File: config.mk
export PLATFORM = sky130hd
export DESIGN_NAME = cop_mac
export DESIGN_NICKNAME = d
export VERILOG_FILES = /design/src/design/cop_pkg.sv /design/src/design/cop_mac.sv
export SDC_FILE = /design/constraint.sdc
export NUM_CORES = 1
export LEC_CHECK = 0
export BUFFER_PORTS_ARGS = -buffer_cell sky130_fd_sc_hd__buf_4
export CAP_MARGIN = 20
export CORE_ASPECT_RATIO = 0.5
export CORE_MARGIN = 4
export CORE_UTILIZATION = 37
export CTS_BUF_LIST = sky130_fd_sc_hd__clkbuf_4 sky130_fd_sc_hd__clkbuf_8 sky130_fd_sc_hd__clkbuf_16
export DETAILED_ROUTE_END_ITERATION = 16
export PLACE_DENSITY = 0.58
export SKIP_CTS_REPAIR_TIMING = 1
export SLEW_MARGIN = 20
export SYNTH_ARGS = -nofsm -noshare
export SYNTH_HDL_FRONTEND = slang
export SYNTH_SLANG_ARGS = --single-unit
File: constraint.sdc
create_clock -name clock -period 7.8 [get_ports clock]
set_input_delay 0.78 -clock clock [delete_from_list [all_inputs] [get_ports clock]]
set_output_delay 0.78 -clock clock [all_outputs]
set_load 0.05 [all_outputs]
File: src/design/cop_pkg.sv
package cop_pkg;

   // Store sizes and fixed-point format defaults. Store depths are powers of two,
   // so address wrap is a plain truncation.
   localparam int ACT_DEPTH_DEF    = 8192;
   localparam int WEIGHT_DEPTH_DEF = 32768;
   localparam int MAX_CHANNELS_DEF = 64;
   localparam int FRAC_BITS_DEF    = 8;

   localparam int DATA_W     = 16;
   localparam int CSR_DATA_W = 7;
   localparam int CSR_ADDR_W = 4;

   // Working widths of the tap sequencer and accumulator
   localparam int POS_W        = 11;  // signed input row/column, covers 63*7+6
   localparam int ACT_CALC_W   = 24;  // signed activation address before wrap
   localparam int WGT_CALC_W   = 20;  // weight address before wrap
   localparam int ACC_W        = 48;  // exact sum of all products plus bias
   localparam int DRAIN_CYCLES = 2;   // read data stage plus product stage
   localparam int DRAIN_CNT_W  = 2;

   // Request type codes
   localparam logic [1:0] REQ_LOAD_ACT  = 2'd0;
   localparam logic [1:0] REQ_LOAD_WGT  = 2'd1;
   localparam logic [1:0] REQ_LOAD_BIAS = 2'd2;
   localparam logic [1:0] REQ_COMPUTE   = 2'd3;

   // Register indexes
   localparam logic [CSR_ADDR_W-1:0] CSR_IN_WIDTH     = 4'd0;
   localparam logic [CSR_ADDR_W-1:0] CSR_IN_HEIGHT    = 4'd1;
   localparam logic [CSR_ADDR_W-1:0] CSR_IN_CHANNELS  = 4'd2;
   localparam logic [CSR_ADDR_W-1:0] CSR_OUT_CHANNELS = 4'd3;
   localparam logic [CSR_ADDR_W-1:0] CSR_KERNEL_SIZE  = 4'd4;
   localparam logic [CSR_ADDR_W-1:0] CSR_STRIDE_W     = 4'd5;
   localparam logic [CSR_ADDR_W-1:0] CSR_STRIDE_H     = 4'd6;
   localparam logic [CSR_ADDR_W-1:0] CSR_PAD          = 4'd7;

   typedef struct packed {
      logic [6:0] in_width;
      logic [6:0] in_height;
      logic [6:0] in_channels;
      logic [6:0] out_channels;
      logic [2:0] kernel_size;
      logic [2:0] stride_w;
      logic [2:0] stride_h;
      logic [1:0] pad;
   } cop_cfg_type;

   localparam cop_cfg_type CFG_RESET = '{
      in_width:     7'd32,
      in_height:    7'd32,
      in_channels:  7'd3,
      out_channels: 7'd32,
      kernel_size:  3'd3,
      stride_w:     3'd1,
      stride_h:     3'd1,
      pad:          2'd1
   };

   typedef struct packed {
      logic [1:0]         req_type;
      logic [14:0]        index;
      logic signed [15:0] value;
      logic [5:0]         out_channel;
      logic [5:0]         out_row;
      logic [5:0]         out_col;
   } cop_req_type;

   typedef struct packed {
      logic signed [15:0] conv_value;
      logic               bad_position;
   } cop_rsp_type;

   typedef struct packed {
      logic [5:0] out_channel;
      logic [5:0] out_row;
      logic [5:0] out_col;
   } cop_point_type;

   // One tap read issued by the sequencer
   typedef struct packed {
      logic                         issue;
      logic                         in_bounds;
      logic signed [ACT_CALC_W-1:0] act_addr;
      logic [WGT_CALC_W-1:0]        wgt_addr;
   } cop_tap_type;

   // Sequencer status toward the top level
   typedef struct packed {
      logic busy;
      logic done;
      logic bad;
   } cop_seq_status_type;

endpackage

File: src/design/cop_mac.sv
module cop_mac #(
   parameter int FRAC_BITS = cop_pkg::FRAC_BITS_DEF
) (
   input  logic               clock,
   input  logic               reset,
   input  logic               clear,
   input  logic               tap_use,
   input  logic signed [15:0] act_data,
   input  logic signed [15:0] wgt_data,
   input  logic signed [15:0] bias,
   output logic signed [15:0] result
);

   localparam int ACC_W = cop_pkg::ACC_W;
   localparam logic signed [ACC_W-1:0] ROUND_HALF = ACC_W'((64'd1 << FRAC_BITS) >> 1);
   localparam logic signed [ACC_W-1:0] SAT_MAX    = ACC_W'(32'sd32767);
   localparam logic signed [ACC_W-1:0] SAT_MIN    = ACC_W'(-32'sd32768);

   logic                    data_vld_ff;
   logic                    prod_vld_ff;
   logic signed [31:0]      prod_ff, prod_in;
   logic signed [ACC_W-1:0] acc_ff, acc_in;
   logic signed [ACC_W-1:0] bias_term;
   logic signed [ACC_W-1:0] sum;
   logic signed [ACC_W-1:0] rounded;

   // Track read data through the product stage
   always_ff @(posedge clock) begin
      if (reset) begin
         data_vld_ff <= 1'b0;
         prod_vld_ff <= 1'b0;
      end else begin
         data_vld_ff <= tap_use;
         prod_vld_ff <= data_vld_ff;
      end
   end

   assign prod_in = act_data * wgt_data;

   always_ff @(posedge clock) begin
      prod_ff <= prod_in;
   end

   // Accumulate exact Q16.16 products
   always_comb begin
      acc_in = acc_ff;
      if (clear) begin
         acc_in = '0;
      end else if (prod_vld_ff) begin
         acc_in = acc_ff + ACC_W'(prod_ff);
      end
   end

   always_ff @(posedge clock) begin
      acc_ff <= acc_in;
   end

   // Add scaled bias, round half up, saturate to Q8.8
   always_comb begin
      bias_term = ACC_W'(bias) <<< FRAC_BITS;
      sum       = acc_ff + bias_term + ROUND_HALF;
      rounded   = sum >>> FRAC_BITS;
      if (rounded > SAT_MAX) begin
         result = 16'sd32767;
      end else if (rounded < SAT_MIN) begin
         result = -16'sd32768;
      end else begin
         result = rounded[15:0];
      end
   end

endmodule

==> flow_summary.yaml <==
timing:
  worst_pin_slew_ps: 916
  slew_violations: 0
  hold_viol: 0
  hold_ws_ps: 434
  finClkSkew_ps: 10.3
  maxSlewHeadroom_pct: 38.9
  fin_crit_sh_pct: 87.2
  rsz0062_at_grt: "no"
  finalSetupTns_ps: 0
  setup_viol: 0
  final.min_clock_period_ps: 6800
  fmax_mhz: 147
setup_path:
  rrSetupSlack_ps: 4050
  crit_cells: 23
  cp-start-kind: "input pin"
  endpoint_kind: "register"
  crit_chain: "buf_4, and2_1, fa_1, inv_1, fa_1, fa_1, fa_1, inv_1, fa_1, inv_1, fa_1, inv_1, ha_1, a21o_1, a21o_1, a21oi_1, o21ai_0, a311oi_1, or3b_2, a2111oi_0, or3b_2, a21oi_1, xnor2_1"
  cpPeakStageDelay_ps: 560
  crit_arrival_ps: 7070
  crit_fanout: 16
  reg2regPathDepth: 14
  cp.buffers_inverters: 5
  crit_path_top_delay_cell: "fa_1"
  path_common_cell: "fa_1"
  cp_top_family: "adder cells"
  rr_endpoint: "acc_ff[44]"
  critPathKind: "in -> reg"
  r2r-start: "acc_ff[0]"
  critPathRequiredTime_ps: 8070
cts:
  numCtsBuffers: 9
  clock_sinks: 82
  h-tree-depth: 3
  cts_tree: "done"
  cts_buffer_depth: 2
  cts-root-buf: "clkbuf_16"
  worstSkewPairLatency_ps: 350
  clkSlewWorstSetupHoldPaths_ps: 60
synth:
  synthAdderAreaFrac_pct: 41.9
  ys.flop_type: "dfxtp_1"
  synth_edf_count: 0
  synthTopCellsByArea: "fa_1, ha_1, dfxtp_1, inv_1, and2_1"
  synthMuxAreaShare_pct: 1.70
  synth.distinct_cells: 79
  synth_seq_cells: 82
  synth_top_family_by_area: "adder cells"
  syn_area_um2: 17600
  synth_compound_area_share_pct: 15.8
  synthCells: 2084
  synth-xor-area-share_pct: 4.57
  synth-simple-area-share_pct: 17.6
  syn-num-nets: 2568
  avgSynthCellArea_um2: 8.47
  yosysSeqAreaShare_pct: 9.30
  synth_top_area_share_pct: 30.0
  synth_area_leader_cell: "fa_1"
  async_flop_share_pct: 0
  yosysWarnings: 0
global_route:
  grt_max_degree: 52
  grt_usage_pct: 17.7
  grt_pass1_vias: 14300
  grt_pass1_wl_um: 74800
  antenna_found_initial: 1
  gr-total-overflow: 0
worst_hold_path:
  hp-class: "reg -> reg"
  worstHoldPathCells: 1
  min_from: "data_vld_ff"
  hold_end: "prod_vld_ff"
detailed_routing:
  wl_met1_um: 23400
  drtPass1Iterations: 5
  drtAntennaViolNets: 0
  wl_met2_um: 19100
  viasPerCell: 5.10
  wl_per_cell_um: 16.1
  wl_met3_um: 1340
  routed_wl_um: 44100
  drtIter0Drc: 931
  drcViolationCount: 0
  routed.top_layer: "met4"
  via_count: 14000
layout:
  layout-drive-gt1-share_pct: 5.09
  design_area_um2: 19000
  final_nets: 2583
  area_growth_pct: 7.87
floorplan:
  start_util_pct: 37.5
  dieArea_um2: 51500
  io_pins: 68
  die_width_um: 317
  core_area_um2: 47000
  die_height_um: 162
  std_cell_rows: 56
placement:
  dp_hpwl_um: 36600
  place_area_um2: 18700
  portBuffers: 67
  place.gp.congestion: 0.893
run:
  max_cap_violations: 0
outcome:
  status: "complete, no violations"
==> state kept, by name, indices dropped and copies added, names as in the netlist <==
| name | cells |
|---|---|
| acc_ff | 48 |
| prod_ff | 32 |
| data_vld_ff | 1 |
| prod_vld_ff | 1 |
==> worst reg2reg max path: cells and delay by family, from the launching register on <==
family	cells	cell delay, ps
adder cells (fa/ha/maj)	2	560
buffers and inverters	1	50
AO/OA/AOI/OAI	9	2360
AND/OR/NAND/NOR	2	360
flip-flops	1	330
==> area by class of cell <==
type	instances	area (um2)
multi-input cells	1576	14400
clock inverters	7	90.1
inverters	359	1350
diodes	1	2.50
repair buffers	71	533
well taps	638	798
fillers	4749	28000
clock buffers	9	225
flip-flops and latches	82	1640
==> cell usage after synthesis, drive strengths merged (4+ instances only) <==
cell     number
a211oi       16
a21boi        5
a21o         94
a21oi       121
a221o         6
a221oi        7
a31o          6
a31oi        11
and2        132
and3         22
and4         12
buf           6
clkbuf       61
dfxtp        82
fa          264
ha          168
inv         359
mux2i        30
nand2       181
nand2b       21
nand3        25
nand3b        4
nand4        16
nor2        104
nor2b        16
nor3         29
nor4          8
o2111ai       5
o211a         4
o211ai        8
o21a         11
o21ai        66
o21bai       10
o311ai        8
o31ai         4
or2           6
or3          11
or4           7
xnor2        63
xor2         29
==> metrics by stage <==
step / util, % / setup slack (ps) / std cells
floorplan: - / 1100 / 2084
global placement: 39.8 / 641 / 2726
detailed placement: 39.8 / 620 / 2726
CTS: 40.5 / 991 / 2742
global route: 40.5 / 677 / 2743
finish: 40.5 / 996 / 2743
==> cells by family (layout without fill, tap and decap cells) <==
kind of cell | Yosys count | after routing
muxes | 30 | 30
buffers and inverters | 426 | 446
DFF | 82 | 82
AOI/OAI and AO/OA | 415 | 415
adders and majority gates | 432 | 432
other | 0 | 1
xor gates and xnor gates | 92 | 92
and+or+nand+nor | 607 | 607
==> worst max path at each step <==
stage | slack (ps) | endpoint | from
6_report | 1000 | prod_ff[30] | act_data[5]
5_1_grt | 680 | prod_ff[30] | wgt_data[1]
4_1_cts | 990 | prod_ff[30] | act_data[5]
3_5_place_dp | 620 | prod_ff[30] | act_data[5]
3_3_place_gp | 640 | prod_ff[30] | act_data[5]
2_1_floorplan | 1100 | prod_ff[30] | wgt_data[6]
==> per-layer routing <==
| layer | GRT usage (%) | up-vias |
|---|---|---|
| li1 | - | 6907 |
| met1 | 27.3 | 6826 |
| met2 | 27.6 | 225 |
| met3 | 1.27 | 21 |
| met4 | 2.43 | 0 |
| met5 | 0 | - |
==> cell usage in the layout, fill, tap and decap left out, types with 7 or more instances in the layout <==
master,n
fa_1,264
a211oi_1,15
or3_1,11
and2_1,132
xnor2_1,63
o21bai_1,10
clkbuf_16,9
and4_1,12
o21ai_0,60
nand4_1,16
nand2_1,180
o211ai_1,7
nor3_1,29
a21oi_1,120
nand3_1,25
xor2_1,29
ha_1,168
nor2_1,104
buf_4,71
nor4_1,8
nor2b_1,16
a21o_1,94
and3_1,22
o21a_1,11
nand2b_1,21
a31oi_1,11
inv_1,359
mux2i_1,30
dfxtp_1,81
Power is not shown: default switching activity piles up to over one toggle a cycle in this logic, so the estimate is an artifact.
