File: src/design/cop_ram.sv
module cop_ram #(
   parameter int WIDTH = 16,
   parameter int DEPTH = 64,
   parameter int AW    = (DEPTH > 1) ? $clog2(DEPTH) : 1
) (
   input  logic             clock,
   input  logic             we,
   input  logic [AW-1:0]    waddr,
   input  logic [WIDTH-1:0] wdata,
   input  logic             re,
   input  logic [AW-1:0]    raddr,
   output logic [WIDTH-1:0] rdata
);

   logic [WIDTH-1:0] mem_ff [DEPTH];
   logic [WIDTH-1:0] rdata_ff;

   // Write port
   always_ff @(posedge clock) begin
      if (we) begin
         mem_ff[waddr] <= wdata;
      end
   end

   // Registered read, held while not enabled
   always_ff @(posedge clock) begin
      if (re) begin
         rdata_ff <= mem_ff[raddr];
      end
   end

   assign rdata = rdata_ff;

endmodule

File: config.mk
export PLATFORM = sky130hd
export DESIGN_NAME = cop_ram
export DESIGN_NICKNAME = d
export VERILOG_FILES = /design/src/design/cop_ram.sv
export SDC_FILE = /design/constraint.sdc
export NUM_CORES = 1
export LEC_CHECK = 0
export BUFFER_PORTS_ARGS = -buffer_cell sky130_fd_sc_hd__buf_2
export CAP_MARGIN = 20
export CORE_ASPECT_RATIO = 1.1
export CORE_MARGIN = 1
export CORE_UTILIZATION = 50
export DETAILED_ROUTE_END_ITERATION = 10
export GPL_TIMING_DRIVEN = 0
export PLACE_DENSITY_LB_ADDON = 0.15
export SYNTH_ARGS = -nofsm -noshare
export SYNTH_HDL_FRONTEND = slang
export SYNTH_SLANG_ARGS = --single-unit
File: constraint.sdc
create_clock -name clock -period 3.3 [get_ports clock]
set_clock_uncertainty 0.1 [all_clocks]
set_input_delay 0.165 -clock clock [delete_from_list [all_inputs] [get_ports clock]]
set_output_delay 0.165 -clock clock [all_outputs]
set_load 0.03 [all_outputs]
==> results.txt, run 1 <==
----------------------------------------------------
[GRT]
  GRT Overall Usage ... 0.254
  Largest net degree at the start of global routing ... 65
  Vias in the first global route ... 19700
  Global-route wire length before repair ... 144000 um
  Congestion Overflow GR ... 0
  Initial antenna violation count ... 3

[Clocking]
  CTS H-tree lvls ... 3
  Root Buffer ... clkbuf_16
  Post-CTS Repair Setup Buffers ... 0
  TritonCTS buffer count ... 99
  Clock net sink count ... 1040
  Clock buffer depth ... 3
  CTS tree ... yes
  Insertion delay of the later-clocked pin in the worst-skew pair ... 650 ps
  Clock-pin slew on the worst setup and hold paths ... 60 ps

[Routing]
  Aggregate routed wire length ... 102000 um
  Drt first-iter violations ... 2208
  Total iterations of the first detailed-routing run ... 6
  Wire length per cell ... 32.1 um
  Vias after detailed routing ... 19600
  Remaining routing DRC violations ... 0
  Remaining antenna violation count after routing ... 0
  Avg Vias per Cell ... 6.20

[Floorplan]
  Boundary pin count ... 47
  Horiz. Die Dim ... 272 um
  Initial standard-cell utilization of the core ... 0.508
  Core area ... 0.0792 mm^2
  FP Rows ... 108
  Height of the die ... 299 um
  Die Outline Area ... 0.0815 mm^2

[Run status]
  Status ... finished, final reports clean

[Finish]
  Sequential Area ... 0.0312 mm^2
  Most used cells in the layout excluding fill and tap cells ... 1040 x edfxtp_1, 220 x mux4_2, 102 x clkbuf_16, 85 x mux2i_1, 75 x buf_2
  Total area of multi-input combinational cells ... 0.00840 mm^2
  Number of cells in the finished layout apart from fillers ... 3169
  Net count reported at finish ... 2083
  Most frequent standard cell in the layout excluding fill and tap cells ... edfxtp_1
  Share of layout cells above drive strength 1 ... 0.295
  FILL cells ... 5750
  Relative area change from synthesis to final layout ... 15.0%

[Worst hold path]
  HP Start ... wdata[3]
  Min-delay worst type ... primary input to flip-flop

[Logic synthesis]
  Sequential-to-total area share from yosys stat ... 0.777
  Count of distinct cell types in the synthesized netlist ... 42
  Net count after synthesis ... 1860
  Number of warnings reported in the yosys synthesis log ... 0
  Post-Syn Instances ... 1829
  Mapped cell area ... 0.0402 mm^2
  Synth Register Bits ... 1040
  Post-synthesis area per instance ... 22.0 um^2

[Worst setup path]
  Critical path data arrival time ... 2920 ps
  Source of the critical timing path ... raddr[2]
  Cells along the critical path ... buf_2 > buf_4 > buf_2 > mux4_2 > mux2i_1 > a22oi_1 > a31oi_1 > a311oi_1
  Required time at the endpoint of the critical path ... 3550 ps
  Biggest fanout along the worst timing path ... 10
  Top cell by count, worst path ... buf_2
  Biggest cell delay along the critical path ... 570 ps
  Classification of the worst setup path ... primary input to flip-flop
  Cell at the slowest stage of the critical path ... a31oi_1
  Startpoint of the worst register-to-register path ... mem_ff[23][3]
  Kind of capture point of the worst setup path ... flip-flop
  Crit start category ... primary input

[STA]
  Max Slew Vio Count ... 0
  Max-slew headroom at the worst pin ... 0.308
  Max Freq ... 374 MHz
  Unrepaired setup endpoints after global routing ... false
  Clock period minus final worst setup slack ... 2670 ps
  Period Utilization, post-route ... 0.810
  Endpoints failing hold ... 0
  Endpoints failing setup ... 0
  Worst hold slack across all endpoints ... 13.3 ps
  Slew @ Worst Pin ... 1030 ps

[Flow run]
  Max-cap violations ... 0

[Placed design]
  Post-detailed-placement half-perimeter wirelength ... 69500 um
  Cell Count Post-Placement ... 2979
  Count of buffers from port buffering ... 39
  Global placer's final weighted congestion ... 0.890

[Power and ir drop]
  Power per unit of standard cell area ... 584 mW/mm^2
  Leakage power of the design ... 14.6 nW
  Maximum ir drop on the vdd rail ... 0.000393 V

----------------------------------------------------
## flip-flops by register name, indices dropped and copies added, names as in the netlist
| register | flops |
|---|---|
| rdata | 16 |
| mem_ff | 1024 |
## layer usage
metal	vias up	global-route usage	wire (um)
met5	-	0	0
met4	0	0.0869	3540
met3	155	0.0361	7410
met2	840	0.417	50700
met1	10500	0.353	40200
li1	8135	-	-
## synthesized netlist by cell type, drive strengths merged
master  instances  area share
mux2i          85       0.021
a22o            6      0.0013
nand2b          3     0.00047
nand4          12      0.0019
o21ai           8      0.0010
a21oi          17      0.0021
nor4            3     0.00093
buf            77       0.016
nand3          24      0.0030
nand2          60      0.0058
a311oi          8      0.0017
nor2b          30      0.0047
a221o           6      0.0015
nand3b          2     0.00037
a211o           8      0.0017
nand4b          1     0.00022
mux4          224        0.13
a221oi         16      0.0035
nor3            2     0.00025
a22oi          39      0.0073
mux2           27      0.0076
or3             1     0.00016
edfxtp       1040        0.78
or3b            1     0.00022
a41oi           5      0.0011
nor2           74      0.0070
and4            5      0.0011
clkbuf         27      0.0027
a211oi          8      0.0015
a31oi           8      0.0012
and2            2     0.00031
## power by group
group	total, mW	switching [mW]	internal (mW)
Combinational	1.56	1.01	0.555
Clock	10.8	4.70	6.08
Sequential	14.7	0.0237	14.6
## metrics by stage
step / worst slack [ps] / util / total power, mW / instance area (um^2) / setup TNS, ps
after floorplan: 1000 / - / 15.7 / 40200 / 0
after detailed placement: 24.3 / 0.544 / 16.5 / 43000 / 0
final: 627 / 0.584 / 27.0 / 46200 / 0
after global routing: 681 / 0.584 / 27.7 / 46200 / 0
after global placement: -256 / 0.527 / 16.4 / 41700 / -18300
after CTS: 706 / 0.584 / 27.1 / 46200 / 0
## worst paths after layout
path         cells after the start       endpoint  slack [ps]
max                              8       rdata[3]         630
min reg2reg                      3       rdata[1]         960
min                              1  mem_ff[59][3]          10
max reg2reg                      5       rdata[3]         670
## area by class of cell
type                            count  area share
Antenna cell                        1   0.0000541
Buffer                            104      0.0159
Clock buffer                      124      0.0570
Clock inverter                     48     0.00828
Multi-Input combinational cell    685       0.182
Sequential cell                  1040       0.675
Tap cell                         1045      0.0283
Timing Repair Buffer              122      0.0336
## what timing repair did
action | in CTS | in global routing
gates resized for setup | 0 | 0
endpoints found under the hold margin | 298 | 12
hold buffers | 15 | 1
## cells by family (layout without fill, tap and decap cells)
kind of cell	after synthesis	after routing	synth area share
other	0	1	0
AO/OA/AOI/OAI	129	129	0.0240
flip-flops	1040	1040	0.777
AND/OR/NAND/NOR	220	220	0.0264
buffers and inverters	104	398	0.0182
multiplexers	336	336	0.155
## worst max-delay path: cells and delay by family
kind	cells	cell delay (ps)
multiplexers	2	850
AO/OA/AOI/OAI	3	910
buffers and inverters	3	960
Note: power is estimated with default switching activity, not from simulation.
==> inputs of run 2 (changes only) <==
--- a/config.mk
+++ b/config.mk
@@ -5,6 +5,7 @@
 export SDC_FILE = /design/constraint.sdc
 export NUM_CORES = 1
 export LEC_CHECK = 0
+export ABC_AREA = 1
 export BUFFER_PORTS_ARGS = -buffer_cell sky130_fd_sc_hd__buf_2
 export CAP_MARGIN = 20
 export CORE_ASPECT_RATIO = 1.1
==> constraint.sdc (replaced) <==
create_clock -name clock -period 2.5 [get_ports clock]
set_clock_uncertainty 0.1 [all_clocks]
set_input_delay 0.125 -clock clock [delete_from_list [all_inputs] [get_ports clock]]
set_output_delay 0.125 -clock clock [all_outputs]
set_load 0.03 [all_outputs]
==> run 2 against run 1 <==
Compared with the run above:
- the run now ends with negative hold slack left
- non-clock buffer count is 126 higher
- sequential share of layout area down 3.3 points
- die area grew 5.1%
- synthesized cell count rose by 92%
- sequential power rose by 32%
- clock power grew 40%
- hold slack got worse by 28 ps
- critical path depth is 2 higher
- combinational power up 78%
- utilization is 0.11 points lower
- power is 38% higher
- cell count up 57%
- highest routed layer is now met5
==> results.txt, run 2 <==
----------------------------------------------------
[Logic synthesis]
  Count of distinct cell types in the synthesized netlist ... 15 (was 42)
  Post-synthesis cell type with the largest combined area ... edfxtp_1 (unchanged)
  Most used DFF post-synth ... edfxtp_1 (unchanged)
  Portion of synthesized cell area occupied by the leading cell type ... 0.739 (was 0.777)
  Post-synthesis area per instance ... 12.0 um^2 (was 22.0 um^2)
  Async S/R FF share, synth ... 0 (unchanged)
  Most frequently used cell type in the post-synthesis netlist ... nand2_1 (was edfxtp_1)
  Mapped cell area ... 0.0423 mm^2 (was 0.0402 mm^2)
  Synth Register Bits ... 1040 (unchanged)
  Number of warnings reported in the yosys synthesis log ... 0 (unchanged)
  Net count after synthesis ... 3548 (was 1860)
  Sequential-to-total area share from yosys stat ... 0.739 (was 0.777)
  Post-synth top cells ... 1296 x nand2_1, 1040 x edfxtp_1, 871 x nand3_1 (was 1040 x edfxtp_1, 220 x mux4_2, 85 x mux2i_1)
  Cell types with the largest area share after synthesis ... edfxtp_1 74%, nand2_1 12%, nand3_1 10%, buf_2 1.3%, buf_6 1.3% (was edfxtp_1 78%, mux4_2 12%, mux2i_1 2.1%, mux2_2 0.76%, a22oi_1 0.73%)
  Post-synth EDFFs ... 1040 (unchanged)
  Post-Syn Instances ... 3517 (was 1829)

[STA]
  Unrepaired setup endpoints after global routing ... false (unchanged)
  Clock period minus final worst setup slack ... 2240 ps
  Period Utilization, post-route ... 0.896
  Max-slew headroom at the worst pin ... 0.246 (was 0.308)
  Max Slew Vio Count ... 0 (unchanged)
  Endpoints failing hold ... 7 (was 0)
  Max Freq ... 447 MHz
  Slew @ Worst Pin ... 1120 ps (was 1030 ps)
  Worst hold slack across all endpoints ... -14.8 ps (was 13.3 ps)
  Endpoints failing setup ... 0 (unchanged)
  Fin Setup TNS ... 0 ps (unchanged)

[GRT]
  Global-route wire length before repair ... 189000 um (was 144000 um)
  Largest net degree at the start of global routing ... 65 (unchanged)
  Initial antenna violation count ... 8 (was 3)
  Congestion Overflow GR ... 0 (unchanged)
  Vias in the first global route ... 26900 (was 19700)
  GRT Overall Usage ... 0.314 (was 0.254)

[Clocking]
  CTS H-tree lvls ... 3 (unchanged)
  Clock net sink count ... 1040 (unchanged)
  Root Buffer ... clkbuf_16 (unchanged)
  Insertion delay of the later-clocked pin in the worst-skew pair ... 700 ps (was 650 ps)
  Clock buffer depth ... 3 (unchanged)
  TritonCTS buffer count ... 103 (was 99)
  Clock-pin slew on the worst setup and hold paths ... 60 ps (about the same)
  Post-CTS Resized ... 0 (unchanged)
  CTS tree ... yes (unchanged)

[Worst setup path]
  Crit start category ... primary input (unchanged)
  Startpoint of the worst register-to-register path ... mem_ff[7][3] (was mem_ff[23][3])
  Biggest cell delay along the critical path ... 760 ps (was 570 ps)
  Destination of the worst register-to-register timing path ... rdata[3] (unchanged)
  Required time at the endpoint of the critical path ... 2910 ps (was 3550 ps)
  Biggest fanout along the worst timing path ... 10 (unchanged)
  Crit path max-delay family ... buffers and inverters (unchanged)
  Kind of capture point of the worst setup path ... flip-flop (unchanged)
  Crit path buffers/inverters ... 4 (was 3)
  Setup slack of the most critical reg-to-reg path ... 560 ps (was 670 ps)
  Cells along the critical path ... buf_2 > inv_1 > buf_2 > buf_1 > nand3_1 > nand2_1 > nand2_1 > nand3_1 > nand3_1 > nand2_1 (was buf_2 > buf_4 > buf_2 > mux4_2 > mux2i_1 > a22oi_1 > a31oi_1 > a311oi_1)
  R2R cell count ... 8 (was 5)
  Classification of the worst setup path ... primary input to flip-flop (unchanged)
  Critical path data arrival time ... 2650 ps (was 2920 ps)
  Cell at the slowest stage of the critical path ... buf_1 (was a31oi_1)

[Routing]
  Total iterations of the first detailed-routing run ... 7 (was 6)
  Drt first-iter violations ... 4208 (was 2208)
  Aggregate routed wire length ... 134000 um (was 102000 um)
  Remaining antenna violation count after routing ... 0 (unchanged)
  Vias after detailed routing ... 29000 (was 19600)
  Remaining routing DRC violations ... 0 (unchanged)
  Wire length per cell ... 27.0 um (was 32.1 um)
  Avg Vias per Cell ... 5.84 (was 6.20)

[Power and ir drop]
  Power per unit of standard cell area ... 766 mW/mm^2 (was 584 mW/mm^2)
  Final Power ... 37.3 mW (was 27.0 mW)
  Power share of the clock group ... 0.406 (was 0.399)
  Leakage power of the design ... 17.7 nW (was 14.6 nW)
  NetSw ... 8.72 mW (was 5.73 mW)
  Maximum ir drop on the vdd rail ... 0.000555 V (was 0.000393 V)
  Comb power frac ... 0.075 (was 0.058)
  Switching Fraction ... 0.234 (was 0.212)
  Internal Pwr Total ... 28.5 mW (was 21.3 mW)
  Sequential share of power ... 0.520 (was 0.543)

[Finish]
  Number of cells in the finished layout apart from fillers ... 4968 (was 3169)
  FILL cells ... 6685 (was 5750)
  Total area of multi-input combinational cells ... 0.00973 mm^2 (was 0.00840 mm^2)
  Share of layout cells above drive strength 1 ... 0.134 (was 0.295)
  Most used cells in the layout excluding fill and tap cells ... 1296 x nand2_1, 1040 x edfxtp_1, 871 x nand3_1, 139 x buf_2, 107 x clkbuf_16 (was 1040 x edfxtp_1, 220 x mux4_2, 102 x clkbuf_16, 85 x mux2i_1, 75 x buf_2)
  Net count reported at finish ... 3780 (was 2083)
  Sequential Area ... 0.0312 mm^2 (unchanged)
  Register with the most flip-flops ... mem_ff (unchanged)
  Relative area change from synthesis to final layout ... 15.1% (was 15.0%)
  Most frequent standard cell in the layout excluding fill and tap cells ... nand2_1 (was edfxtp_1)
  Number of flip-flops in the largest register ... 1024 (unchanged)

[Worst hold path]
  Endpoint of the worst hold-timing path ... mem_ff[54][0] (was mem_ff[59][3])
  Min-delay worst type ... primary input to flip-flop (unchanged)
  HP Start ... wdata[0] (was wdata[3])
  Worst Hold Depth ... 1 (unchanged)

[Floorplan]
  Height of the die ... 307 um (was 299 um)
  FP Rows ... 111 (was 108)
  Horiz. Die Dim ... 279 um (was 272 um)
  Boundary pin count ... 47 (unchanged)
  Die Outline Area ... 0.0857 mm^2 (was 0.0815 mm^2)
  Core area ... 0.0835 mm^2 (was 0.0792 mm^2)
  Initial standard-cell utilization of the core ... 0.506 (was 0.508)

[Flow run]
  Max-cap violations ... 0 (unchanged)

[Placed design]
  Global placer's final weighted congestion ... 0.991 (was 0.890)
  Cell Count Post-Placement ... 4764 (was 2979)
  Post-detailed-placement half-perimeter wirelength ... 90000 um (was 69500 um)
  Count of buffers from port buffering ... 38 (was 39)

[Run status]
  Status ... finished with violations (was finished, final reports clean)
  Violations in the final reports ... negative hold slack

----------------------------------------------------
run 2: worst max-delay path by stage:
stage,from,end,slack (ps),cells after the start
2_1_floorplan,we,mem_ff[48][0],-280,3
6_report,raddr[2],rdata[9],260,10
3_3_place_gp,we,mem_ff[55][0],-2230,3
4_1_cts,we,mem_ff[55][14],420,5
5_1_grt,we,mem_ff[55][14],220,5
3_5_place_dp,waddr[0],mem_ff[42][4],-290,4
run 2: logic make-up (layout without fill, tap and decap cells):
| family | count (synthesis) | in the layout | synth area share |
|---|---|---|---|
| buf+inv | 237 | 556 | 0.0352 |
| other cells | 0 | 2 | 0 |
| simple gates | 2240 | 2240 | 0.226 |
| flops | 1040 | 1040 | 0.739 |
run 2: area by class of cell:
| class | count | share of cell area |
|---|---|---|
| inverters | 12 | 0.00108 |
| clock buffers | 127 | 0.0566 |
| multi-input cells | 2240 | 0.200 |
| plain buffers | 225 | 0.0295 |
| well taps | 1130 | 0.0291 |
| repair buffers | 127 | 0.0315 |
| diodes | 2 | 0.000103 |
| flip-flops and latches | 1040 | 0.642 |
| clock inverters | 65 | 0.0103 |
run 2: repair_timing:
action	in CTS	in global routing
setup endpoints to repair	0	0
hold endpoints to repair	293	0
hold buffers	10	0
buffers inserted	0	0
run 2: routing by layer:
layer,GRT usage,routed length (um),vias up,share of wire
met5,0.00285,66,-,0.00049
met3,0.0571,14500,307,0.11
met1,0.436,52000,14200,0.39
met4,0.141,6250,10,0.047
met2,0.485,61200,1667,0.46
li1,-,-,12900,-
run 2: through the flow:
| stage | setup slack [ps] | utilization | area, um^2 |
|---|---|---|---|
| 6_report | 261 | 0.583 | 48700 |
| 5_1_grt | 217 | 0.583 | 48700 |
| 4_1_cts | 416 | 0.583 | 48600 |
| 3_5_place_dp | -289 | 0.543 | 45300 |
| 3_3_place_gp | -2230 | 0.526 | 43900 |
| 2_1_floorplan | -279 | - | 42300 |
run 2: power groups by stage:
stage	Sequential, mW	Clock, mW	Combinational [mW]
after floorplan	19.8	0	1.29
after global placement	19.8	0	2.58
after detailed placement	19.7	0	2.69
after CTS	19.4	15.2	2.71
after global routing	19.4	15.8	2.91
final	19.4	15.1	2.78
