`config.mk`:
```
export PLATFORM = sky130hd
export DESIGN_NAME = cop_tapgen
export DESIGN_NICKNAME = d
export VERILOG_FILES = /design/src/design/cop_pkg.sv /design/src/design/cop_tapgen.sv
export SDC_FILE = /design/constraint.sdc
export NUM_CORES = 1
export LEC_CHECK = 0
export BUFFER_PORTS_ARGS = -buffer_cell sky130_fd_sc_hd__buf_4
export CAP_MARGIN = 5
export CORE_MARGIN = 2
export CORE_UTILIZATION = 60
export CTS_CLUSTER_DIAMETER = 150
export DETAILED_ROUTE_END_ITERATION = 8
export GPL_TIMING_DRIVEN = 1
export PLACE_DENSITY = 0.78
export SLEW_MARGIN = 20
export SYNTH_ARGS = -nofsm -noshare
export SYNTH_HDL_FRONTEND = slang
export SYNTH_SLANG_ARGS = --single-unit
```
`constraint.sdc`:
```
create_clock -name clock -period 5.9 [get_ports clock]
set_input_delay 0 -clock clock [delete_from_list [all_inputs] [get_ports clock]]
set_output_delay 0 -clock clock [all_outputs]
set_load 0.01 [all_outputs]
```
`src/design/cop_pkg.sv`:
```
package cop_pkg;

   // Store sizes and fixed-point format defaults. Store depths are powers of two,
   // so address wrap is a plain truncation.
   localparam int ACT_DEPTH_DEF    = 8192;
   localparam int WEIGHT_DEPTH_DEF = 32768;
   localparam int MAX_CHANNELS_DEF = 64;
   localparam int FRAC_BITS_DEF    = 8;

   localparam int DATA_W     = 16;
   localparam int CSR_DATA_W = 7;
   localparam int CSR_ADDR_W = 4;

   // Working widths of the tap sequencer and accumulator
   localparam int POS_W        = 11;  // signed input row/column, covers 63*7+6
   localparam int ACT_CALC_W   = 24;  // signed activation address before wrap
   localparam int WGT_CALC_W   = 20;  // weight address before wrap
   localparam int ACC_W        = 48;  // exact sum of all products plus bias
   localparam int DRAIN_CYCLES = 2;   // read data stage plus product stage
   localparam int DRAIN_CNT_W  = 2;

   // Request type codes
   localparam logic [1:0] REQ_LOAD_ACT  = 2'd0;
   localparam logic [1:0] REQ_LOAD_WGT  = 2'd1;
   localparam logic [1:0] REQ_LOAD_BIAS = 2'd2;
   localparam logic [1:0] REQ_COMPUTE   = 2'd3;

   // Register indexes
   localparam logic [CSR_ADDR_W-1:0] CSR_IN_WIDTH     = 4'd0;
   localparam logic [CSR_ADDR_W-1:0] CSR_IN_HEIGHT    = 4'd1;
   localparam logic [CSR_ADDR_W-1:0] CSR_IN_CHANNELS  = 4'd2;
   localparam logic [CSR_ADDR_W-1:0] CSR_OUT_CHANNELS = 4'd3;
   localparam logic [CSR_ADDR_W-1:0] CSR_KERNEL_SIZE  = 4'd4;
   localparam logic [CSR_ADDR_W-1:0] CSR_STRIDE_W     = 4'd5;
   localparam logic [CSR_ADDR_W-1:0] CSR_STRIDE_H     = 4'd6;
   localparam logic [CSR_ADDR_W-1:0] CSR_PAD          = 4'd7;

   typedef struct packed {
      logic [6:0] in_width;
      logic [6:0] in_height;
      logic [6:0] in_channels;
      logic [6:0] out_channels;
      logic [2:0] kernel_size;
      logic [2:0] stride_w;
      logic [2:0] stride_h;
      logic [1:0] pad;
   } cop_cfg_type;

   localparam cop_cfg_type CFG_RESET = '{
      in_width:     7'd32,
      in_height:    7'd32,
      in_channels:  7'd3,
      out_channels: 7'd32,
      kernel_size:  3'd3,
      stride_w:     3'd1,
      stride_h:     3'd1,
      pad:          2'd1
   };

   typedef struct packed {
      logic [1:0]         req_type;
      logic [14:0]        index;
      logic signed [15:0] value;
      logic [5:0]         out_channel;
      logic [5:0]         out_row;
      logic [5:0]         out_col;
   } cop_req_type;

   typedef struct packed {
      logic signed [15:0] conv_value;
      logic               bad_position;
   } cop_rsp_type;

   typedef struct packed {
      logic [5:0] out_channel;
      logic [5:0] out_row;
      logic [5:0] out_col;
   } cop_point_type;

   // One tap read issued by the sequencer
   typedef struct packed {
      logic                         issue;
      logic                         in_bounds;
      logic signed [ACT_CALC_W-1:0] act_addr;
      logic [WGT_CALC_W-1:0]        wgt_addr;
   } cop_tap_type;

   // Sequencer status toward the top level
   typedef struct packed {
      logic busy;
      logic done;
      logic bad;
   } cop_seq_status_type;

endpackage

```
`src/design/cop_tapgen.sv`:
```
module cop_tapgen (
   input  logic                         clock,
   input  logic                         reset,
   input  logic                         start,
   input  cop_pkg::cop_point_type       point,
   input  cop_pkg::cop_cfg_type         cfg,
   input  logic                         out_free,
   output cop_pkg::cop_tap_type         tap,
   output cop_pkg::cop_seq_status_type  status
);

   localparam int POS_W       = cop_pkg::POS_W;
   localparam int ACT_CALC_W  = cop_pkg::ACT_CALC_W;
   localparam int WGT_CALC_W  = cop_pkg::WGT_CALC_W;
   localparam int DRAIN_CNT_W = cop_pkg::DRAIN_CNT_W;

   typedef enum logic [5:0] {
      ST_IDLE  = 6'b000001,
      ST_PREP  = 6'b000010,
      ST_BASE  = 6'b000100,
      ST_RUN   = 6'b001000,
      ST_DRAIN = 6'b010000,
      ST_FIN   = 6'b100000
   } cop_state_type;

   cop_state_type state_ff, state_in;

   cop_pkg::cop_point_type point_ff, point_in;

   // Setup products
   logic [5:0]            kk_ff, kk_in;
   logic [12:0]           ocic_ff, ocic_in;
   logic [13:0]           plane_ff, plane_in;
   logic signed [POS_W-1:0] ih0_ff, ih0_in;
   logic signed [POS_W-1:0] iw0_ff, iw0_in;
   logic                  bad_ff, bad_in;

   // Walk state
   logic [6:0]              ic_ff, ic_in;
   logic [2:0]              kh_ff, kh_in;
   logic [2:0]              kw_ff, kw_in;
   logic signed [POS_W-1:0] ih_ff, ih_in;
   logic signed [POS_W-1:0] iw_ff, iw_in;
   logic signed [ACT_CALC_W-1:0] act_row_ff, act_row_in;
   logic signed [ACT_CALC_W-1:0] ch_row0_ff, ch_row0_in;
   logic [WGT_CALC_W-1:0]   wgt_ff, wgt_in;
   logic [DRAIN_CNT_W-1:0]  drain_ff, drain_in;

   // Effective strides and window checks
   logic [2:0]  sw_eff, sh_eff;
   logic [8:0]  oh_s, ow_s;
   logic [9:0]  need_h, need_w;
   logic [9:0]  span_h, span_w;
   logic [18:0] wgt_base;
   logic signed [18:0] row0;
   logic        tap_in_bounds;
   logic        last_kw, last_kh, last_ic;

   always_comb begin
      sw_eff = (point_ff.out_col == 6'd0 && cfg.stride_w == 3'd0) ? 3'd1 :
               ((cfg.stride_w == 3'd0) ? 3'd1 : cfg.stride_w);
      sh_eff = (cfg.stride_h == 3'd0) ? 3'd1 : cfg.stride_h;
      oh_s   = 9'(point_ff.out_row * sh_eff);
      ow_s   = 9'(point_ff.out_col * sw_eff);
      need_h = 10'(oh_s) + 10'(cfg.kernel_size);
      need_w = 10'(ow_s) + 10'(cfg.kernel_size);
      span_h = 10'(cfg.in_height) + 10'({cfg.pad, 1'b0});
      span_w = 10'(cfg.in_width) + 10'({cfg.pad, 1'b0});
      wgt_base = 19'(ocic_ff * kk_ff);
      row0     = 19'(ih0_ff * $signed({1'b0, cfg.in_width}));
   end

   assign tap_in_bounds = (ih_ff >= 0) && (ih_ff < $signed(POS_W'(cfg.in_height))) &&
                          (iw_ff >= 0) && (iw_ff < $signed(POS_W'(cfg.in_width)));
   assign last_kw = (kw_ff == cfg.kernel_size - 3'd1);
   assign last_kh = (kh_ff == cfg.kernel_size - 3'd1);
   assign last_ic = (ic_ff == cfg.in_channels - 7'd1);

   // Next-state and walk logic
   always_comb begin
      state_in   = state_ff;
      point_in   = point_ff;
      kk_in      = kk_ff;
      ocic_in    = ocic_ff;
      plane_in   = plane_ff;
      ih0_in     = ih0_ff;
      iw0_in     = iw0_ff;
      bad_in     = bad_ff;
      ic_in      = ic_ff;
      kh_in      = kh_ff;
      kw_in      = kw_ff;
      ih_in      = ih_ff;
      iw_in      = iw_ff;
      act_row_in = act_row_ff;
      ch_row0_in = ch_row0_ff;
      wgt_in     = wgt_ff;
      drain_in   = drain_ff;

      unique case (state_ff)
         ST_IDLE: begin
            if (start) begin
               point_in = point;
               state_in = ST_PREP;
            end
         end
         ST_PREP: begin
            kk_in    = 6'(cfg.kernel_size * cfg.kernel_size);
            ocic_in  = 13'(point_ff.out_channel * cfg.in_channels);
            plane_in = 14'(cfg.in_height * cfg.in_width);
            ih0_in   = $signed(POS_W'(oh_s)) - $signed(POS_W'(cfg.pad));
            iw0_in   = $signed(POS_W'(ow_s)) - $signed(POS_W'(cfg.pad));
            bad_in   = (7'(point_ff.out_channel) >= cfg.out_channels) ||
                       (need_h > span_h) || (need_w > span_w);
            state_in = ST_BASE;
         end
         ST_BASE: begin
            ic_in      = '0;
            kh_in      = '0;
            kw_in      = '0;
            ih_in      = ih0_ff;
            iw_in      = iw0_ff;
            act_row_in = ACT_CALC_W'(row0);
            ch_row0_in = ACT_CALC_W'(row0);
            wgt_in     = WGT_CALC_W'(wgt_base);
            drain_in   = '0;
            if (bad_ff) begin
               state_in = ST_FIN;
            end else if (cfg.kernel_size == 3'd0 || cfg.in_channels == 7'd0) begin
               state_in = ST_DRAIN;
            end else begin
               state_in = ST_RUN;
            end
         end
         ST_RUN: begin
            // Advance one tap: column, then row, then channel
            wgt_in = wgt_ff + WGT_CALC_W'(1);
            if (!last_kw) begin
               kw_in = kw_ff + 3'd1;
               iw_in = iw_ff + POS_W'(1);
            end else begin
               kw_in = '0;
               iw_in = iw0_ff;
               if (!last_kh) begin
                  kh_in      = kh_ff + 3'd1;
                  ih_in      = ih_ff + POS_W'(1);
                  act_row_in = act_row_ff + ACT_CALC_W'(cfg.in_width);
               end else begin
                  kh_in      = '0;
                  ih_in      = ih0_ff;
                  ch_row0_in = ch_row0_ff + ACT_CALC_W'(plane_ff);
                  act_row_in = ch_row0_ff + ACT_CALC_W'(plane_ff);
                  ic_in      = ic_ff + 7'd1;
                  if (last_ic) begin
                     state_in = ST_DRAIN;
                  end
               end
            end
         end
         ST_DRAIN: begin
            drain_in = drain_ff + DRAIN_CNT_W'(1);
            if (drain_ff == DRAIN_CNT_W'(cop_pkg::DRAIN_CYCLES - 1)) begin
               state_in = ST_FIN;
            end
         end
         ST_FIN: begin
            if (out_free) begin
               state_in = ST_IDLE;
            end
         end
         default: begin
            state_in = ST_IDLE;
         end
      endcase
   end

   always_ff @(posedge clock) begin
      if (reset) begin
         state_ff <= ST_IDLE;
      end else begin
         state_ff <= state_in;
      end
   end

   always_ff @(posedge clock) begin
      point_ff   <= point_in;
      kk_ff      <= kk_in;
      ocic_ff    <= ocic_in;
      plane_ff   <= plane_in;
      ih0_ff     <= ih0_in;
      iw0_ff     <= iw0_in;
      bad_ff     <= bad_in;
      ic_ff      <= ic_in;
      kh_ff      <= kh_in;
      kw_ff      <= kw_in;
      ih_ff      <= ih_in;
      iw_ff      <= iw_in;
      act_row_ff <= act_row_in;
      ch_row0_ff <= ch_row0_in;
      wgt_ff     <= wgt_in;
      drain_ff   <= drain_in;
   end

   // Tap read toward the stores
   assign tap.issue     = (state_ff == ST_RUN);
   assign tap.in_bounds = tap_in_bounds;
   assign tap.act_addr  = act_row_ff + ACT_CALC_W'(iw_ff);
   assign tap.wgt_addr  = wgt_ff;

   assign status.busy = (state_ff != ST_IDLE);
   assign status.done = (state_ff == ST_FIN);
   assign status.bad  = bad_ff;

endmodule

```
==> results of run 1 <==
[routing by layer]
layer  wire length, um  vias to the layer above  track usage, %
met3              2940                       91            4.92
met2             21900                      489            46.5
met5                12                        -               0
met1             20300                     7492            35.7
met4              1230                        2            8.84
li1                  -                     7458               -
[Yosys cell counts (8+ instances only)]
cell type / instances
a21o_1: 39
a21oi_1: 104
a31oi_1: 10
and2_1: 125
and3_1: 25
clkbuf_1: 38
edfxtp_1: 176
fa_1: 153
ha_1: 250
inv_1: 269
mux2i_1: 12
nand2_1: 252
nand2b_1: 13
nand3_1: 65
nand4_1: 12
nor2_1: 119
nor2b_1: 19
nor3_1: 24
o21a_1: 18
o21ai_0: 81
o21bai_1: 23
or2_2: 8
or3_1: 10
xnor2_1: 134
xor2_1: 76
[metrics by stage]
stage / power (uW) / area, um^2 / hold WS, ps / instances
2_1_floorplan: 6400 / 20200 / 69.1 / 2155
3_3_place_gp: 7440 / 21500 / 178 / 2672
3_5_place_dp: 7670 / 21500 / 179 / 2672
4_1_cts: 8890 / 22400 / 4.42 / 2730
5_1_grt: 9760 / 22400 / 17.4 / 2730
6_report: 8870 / 22400 / 12.6 / 2730
[registers in the layout (all words and copies together) (netlist names), 6 cells and up]
signal,flops
act_row_ff,24
ch_row0_ff,24
wgt_ff,20
point_ff,18
plane_ff,14
ocic_ff,13
ih_ff,11
iw_ff,11
ih0_ff,10
iw0_ff,10
ic_ff,7
state_ff,6
[logic make-up (layout without fill, tap and decap cells)]
kind of cell | Yosys count | after routing | synth area share [%]
fa+ha+maj | 403 | 403 | 30.6
compound gates | 335 | 335 | 10.5
buf+inv | 318 | 445 | 5.95
mux | 15 | 15 | 0.760
xor+xnor | 210 | 210 | 9.08
flops | 182 | 182 | 26.7
simple gates | 691 | 691 | 16.4
other cells | 1 | 1 | 0.0185
[power groups by stage]
stage / clock [uW] / sequential (uW) / combinational, uW
final: 1170 / 2120 / 5580
after global routing: 1240 / 2140 / 6380
after CTS: 1190 / 2120 / 5580
after detailed placement: 0 / 2150 / 5520
after global placement: 0 / 2140 / 5300
after floorplan: 0 / 2100 / 4300
[worst min path at each step]
stage,start,endpoint,slack [ps],cells past startpoint
after floorplan,reset,state_ff[5]$_SDFFE_PP0P_,70,1
after global placement,point[0],point_ff[0]$_DFFE_PP_,180,1
after detailed placement,point[3],point_ff[3]$_DFFE_PP_,180,1
after CTS,cfg[0],iw0_ff[0]$_DFFE_PP_,4,3
after global routing,cfg[0],iw0_ff[0]$_DFFE_PP_,20,3
final,cfg[0],iw0_ff[0]$_DFFE_PP_,10,3
[tightest hold or removal path, stage by stage]
cell and delay [ps]:
buf_4 120, ha_1 140, inv_1 40
[area by class of cell]
class                           instances  area share (%)
Multi-Input combinational cell       1655            61.0
Timing Repair Buffer                  144            5.12
Clock buffer                           17            1.90
Sequential cell                       182            24.2
Clock inverter                         15           0.777
Inverter                              269            4.51
Tap cell                              448            2.50
[repair_timing]
item,in CTS,in global routing
setup endpoints to repair,0,0
hold buffers,26,0
endpoints found under the hold margin,29,0
==> impl_metrics.json, run 1 <==
{
  "status": "finished, final reports clean",
  "drt.antenna.violating_nets": 0,
  "startpoint_type": "register",
  "ys_ff_latch": 182,
  "slew_violations": 0,
  "n_antenna_cell": 0,
  "reg2reg_from": "ih0_ff[5]$_DFFE_PP_",
  "worstPathRequired_ps": 6050,
  "power_density_nw_per_um2": 397,
  "coreArea_um2": 33400,
  "power.internal_uw": 4990,
  "grt_pass1_vias": 16200,
  "critPathTopFamily": "adder cells",
  "cp_slowest_cell": "fa_1",
  "nets": 2733,
  "tns_ps": 0,
  "clk_path_buf_depth": 2,
  "gp_congestion": 0.895,
  "regArea_um2": 5410,
  "drt_iter0_markers": 997,
  "hold_path_class": "input port to register",
  "syn_area_um2": 20200,
  "ctsResizeCount": 0,
  "grt_use_total_pct": 27.4,
  "slew_headroom_pct": 38.8,
  "p_seq_share_pct": 23.9,
  "worst_slack_ps": 656,
  "cts_buffers": 17,
  "yosysSeqAreaShare_pct": 26.7,
  "antenna_found_initial": 1,
  "tightest_slew_ps": 916,
  "grt_pass1_wl_um": 78000,
  "drc": 0,
  "clock_latency_ps": 460,
  "mostFrequentLayoutCells": "268 x inv_1, 252 x nand2_1, 250 x ha_1",
  "area_growth_syn_to_layout_pct": 10.5,
  "cts_root_buffer": "clkbuf_16",
  "ys.flop_type": "edfxtp_1",
  "final_util_pct": 67.1,
  "synth_cell_types": 66,
  "critPathCaptureType": "register",
  "num_rows": 67,
  "die_h_um": 188,
  "r2r_slack_ps": 660,
  "place_ws_ps": 681,
  "max_stage_delay_ps": 540,
  "p_leak_uw": 0.0104,
  "syn_inst": 2155,
  "fillCellCount": 2673,
  "crit_path_frequent_cell": "fa_1",
  "numClockSinks": 182,
  "cp.depth": 18,
  "layout_min_cycle_time_ps": 5240,
  "cp-endpoint": "act_row_ff[19]$_DFFE_PP_",
  "finalSetupViolCount": 0,
  "worstReg2RegEnd": "act_row_ff[19]$_DFFE_PP_",
  "post_cts_buffers": 0,
  "r2r_cells": 18,
  "synthArstFlopShare_pct": 0,
  "switching_share_pct": 43.8,
  "grt_overflow": 0,
  "io_pins": 110,
  "via_per_inst": 5.69,
  "switchingPower_uw": 3880,
  "critPathMaxFanout": 14,
  "arrival_ps": 5400,
  "dieWidth_um": 188,
  "cts.clk_slew.worst_paths_ps": 80,
  "fmax_mhz": 191,
  "skew_ps": 14.4,
  "drive_gt1_share_pct": 7.84,
  "yosys_warnings": 0,
  "vias": 15500,
  "path_buf_inv": 4,
  "clkPwrFrac_pct": 13.2,
  "rsz0062_at_grt": "no",
  "wl_per_cell_um": 17.0,
  "firstDrtPassIters": 5,
  "synth_top_area_share_pct": 26.1,
  "max-cap-violations": 0,
  "final_common_cell": "inv_1",
  "crit_type": "register to register",
  "numPortBuffers": 109,
  "startpoint": "ih0_ff[5]$_DFFE_PP_",
  "routed_wl_um": 46500,
  "vdd_drop_max_mv": 0.317,
  "synth-edff-count": 176,
  "hold_viol_final": 0,
  "cts_tree": "yes",
  "htree_levels": 4,
  "die-area_um2": 35200,
  "p_comb_share_pct": 62.8,
  "synthTopCellsByArea": "edfxtp_1 26%, ha_1 15%, fa_1 15%, xnor2_1 5.8%, inv_1 5.0%",
  "dpl.hpwl_um": 36100,
  "grt_max_degree": 64,
  "syn-num-nets": 2619,
  "crit_chain": "and2_1 > fa_1 > fa_1 > inv_1 > fa_1 > inv_1 > fa_1 > ha_1 > a21o_1 > a21o_1 > a21oi_1 > inv_1 > o21ai_1 > a21oi_1 > a31oi_1 > mux2i_1 > buf_4 > o21ai_0",
  "initial_core_util_pct": 60.7,
  "period_share_pct": 88.9,
  "multi_input_area_um2": 13700,
  "synth_top_cell_by_area": "edfxtp_1",
  "syn_avg_cell_area_um2": 9.40
}
(Power assumes the default switching activity.)
==> inputs of run 2 (changes only) <==
--- a/config.mk
+++ b/config.mk
@@ -5,14 +5,15 @@
 export SDC_FILE = /design/constraint.sdc
 export NUM_CORES = 1
 export LEC_CHECK = 0
+export ABC_AREA = 1
 export BUFFER_PORTS_ARGS = -buffer_cell sky130_fd_sc_hd__buf_4
 export CAP_MARGIN = 5
 export CORE_MARGIN = 2
-export CORE_UTILIZATION = 60
+export CORE_UTILIZATION = 50
 export CTS_CLUSTER_DIAMETER = 150
 export DETAILED_ROUTE_END_ITERATION = 8
 export GPL_TIMING_DRIVEN = 1
-export PLACE_DENSITY = 0.78
+export PLACE_DENSITY = 0.67
 export SLEW_MARGIN = 20
 export SYNTH_ARGS = -nofsm -noshare
 export SYNTH_HDL_FRONTEND = slang
==> impl_metrics.json, run 2 <==
{
  "syn-num-nets": 3249,
  "crit_type": "register to register",
  "numClockSinks": 182,
  "synth-edff-count": 176,
  "hold_viol_final": 0,
  "nets": 3344,
  "arrival_ps": 5080,
  "startpoint_type": "register",
  "hold_path_depth": 3,
  "grt_max_degree": 56,
  "dp.cells": 3419,
  "layout_min_cycle_time_ps": 4900,
  "syn_area_um2": 21700,
  "vias": 18200,
  "slew_violations": 0,
  "syn_inst": 2785,
  "num_rows": 76,
  "vdd_drop_max_mv": 0.214,
  "wl_per_cell_um": 15.6,
  "coreArea_um2": 43000,
  "critPathCaptureType": "register",
  "critPathMaxFanout": 14,
  "synth_top_cell_by_area": "edfxtp_1",
  "syn_avg_cell_area_um2": 7.79,
  "status": "finished, final reports clean",
  "htree_levels": 4,
  "max_stage_delay_ps": 570,
  "firstDrtPassIters": 6,
  "io_pins": 110,
  "p_leak_uw": 0.0126,
  "max-cap-violations": 0,
  "via_per_inst": 5.23,
  "fmax_mhz": 204,
  "gp_congestion": 0.890,
  "worstPathRequired_ps": 6070,
  "final_common_cell": "nand2_1",
  "synthArstFlopShare_pct": 0,
  "finalSetupViolCount": 0,
  "synth_top_area_share_pct": 24.3,
  "period_share_pct": 83.1,
  "power_density_nw_per_um2": 332,
  "ys_ff_latch": 182,
  "dieWidth_um": 212,
  "r2r_cells": 16,
  "grt_pass1_vias": 17700,
  "rsz0062_at_grt": "no",
  "drt_iter0_markers": 1202,
  "yosysMostFrequentCell": "nand2_1",
  "grt_pass1_wl_um": 88700,
  "crit_chain": "nand2_1 > inv_1 > fa_1 > fa_1 > inv_1 > fa_1 > inv_1 > fa_1 > ha_1 > nand2_1 > nor3_1 > inv_1 > nor3_1 > o21ai_0 > nand3_1 > o21ai_0",
  "final_cell_count_no_fill": 3479,
  "whs_ps": 43.5,
  "post_cts_buffers": 0,
  "routed_wl_um": 54300,
  "die-area_um2": 45100,
  "numPortBuffers": 109,
  "ctsResizeCount": 0,
  "ys.flop_type": "edfxtp_1",
  "synth_cell_types": 58,
  "drt.antenna.violating_nets": 0,
  "drive_gt1_share_pct": 6.67,
  "skew_ps": 18.3,
  "grt_overflow": 0,
  "cts_root_buffer": "clkbuf_16",
  "clk_path_buf_depth": 2,
  "slew_headroom_pct": 31.9,
  "area_growth_syn_to_layout_pct": 10.3,
  "top_regs": "act_row_ff (24), ch_row0_ff (24), wgt_ff (20)",
  "mostFrequentLayoutCells": "685 x nand2_1, 565 x inv_1, 250 x ha_1",
  "grt_use_total_pct": 24.8,
  "antenna_found_initial": 1,
  "yosys_warnings": 0,
  "yosys-top-cells-count": "685 x nand2_1, 566 x inv_1, 250 x ha_1, 176 x edfxtp_1, 156 x nand3_1",
  "initial_core_util_pct": 50.5,
  "cts_buffers": 17,
  "cts.clk_slew.worst_paths_ps": 70,
  "tightest_slew_ps": 1020,
  "drc": 0,
  "clock_latency_ps": 470,
  "tns_ps": 0,
  "cp_slowest_cell": "fa_1",
  "yosysSeqAreaShare_pct": 24.9,
  "synthTopCellsByArea": "edfxtp_1 24%, ha_1 14%, fa_1 14%, nand2_1 12%, inv_1 9.8%",
  "hold_path_class": "input port to register",
  "die_h_um": 212,
  "dpl.hpwl_um": 42800,
  "cts_tree": "yes"
}
-- run 2: cell types whose count changed after synthesis, sizes merged, moves of 19 or more --
cell | previous run | this run
nand2 | 253 | 689
inv | 269 | 571
and2 | 125 | 0
nand3 | 65 | 158
xnor2 | 134 | 48
nor2 | 119 | 156
o21ai | 84 | 121
a21oi | 107 | 142
a21o | 39 | 10
and3 | 25 | 1
nand4 | 12 | 36
buf | 11 | 30
nor2b | 19 | 0
-- run 2: where the power goes --
part / switching [uW] / leakage (uW) / internal [uW]
Clock: 589 / 0.000302 / 687
Sequential: 139 / 0.00166 / 1830
Combinational: 2920 / 0.0107 / 1780
-- run 2: final timing paths --
kind | slack, ps | endpoint | start
max | 1000 | ch_row0_ff[17]$_DFFE_PP_ | ih0_ff[9]$_DFFE_PP_
min | 40 | plane_ff[0]$_DFFE_PP_ | cfg[32]
min reg2reg | 530 | iw_ff[3]$_DFFE_PP_ | iw0_ff[3]$_DFFE_PP_
max reg2reg | 1000 | ch_row0_ff[17]$_DFFE_PP_ | ih0_ff[9]$_DFFE_PP_
-- run 2: critical path: cells and delay by family, from the launching register on --
kind                       cells  cell delay (ps)
AOI/OAI and AO/OA              2              290
adders and majority gates      5             2530
buffers and inverters          4              280
DFF                            1              500
and+or+nand+nor                5             1000
-- run 2: layout make-up --
class / instances / area (um^2)
timing repair buffer: 142 / 1130
clock inverter: 15 / 211
multi-input combinational: 1966 / 13900
inverter: 571 / 2150
sequential: 182 / 5410
clock buffer: 17 / 425
fill: 4043 / 19000
tap: 585 / 732
antenna: 1 / 2.50
-- run 2: logic make-up (layout without fill, tap and decap cells) --
family | Yosys count | after routing | share of synthesized area [%]
mux | 1 | 1 | 0.0461
xor+xnor | 138 | 138 | 5.78
fa+ha+maj | 403 | 403 | 28.5
flops | 182 | 182 | 24.9
buf+inv | 637 | 745 | 11.2
other cells | 1 | 2 | 0.0173
simple gates | 1099 | 1099 | 21.2
compound gates | 324 | 324 | 8.35
-- run 2: what timing repair did --
item	4_1_cts	5_1_grt
endpoints found under the hold margin	32	0
setup endpoints to repair	0	0
hold buffers	27	0
-- run 2: metal layers --
layer | routed length (um) | global-route usage (%)
met1 | 24900 | 33.5
met3 | 2910 | 3.55
met2 | 25000 | 41.3
met4 | 1400 | 7.31
met5 | 0 | 0
-- run 2: through the flow --
step	util [%]	cell area (um^2)	setup slack, ps	power, uW
2_1_floorplan	-	21700	1420	5450
3_3_place_gp	53.6	23000	997	6550
3_5_place_dp	53.6	23000	943	6670
4_1_cts	55.7	23900	966	7980
5_1_grt	55.7	23900	624	8730
6_report	55.7	23900	995	7950
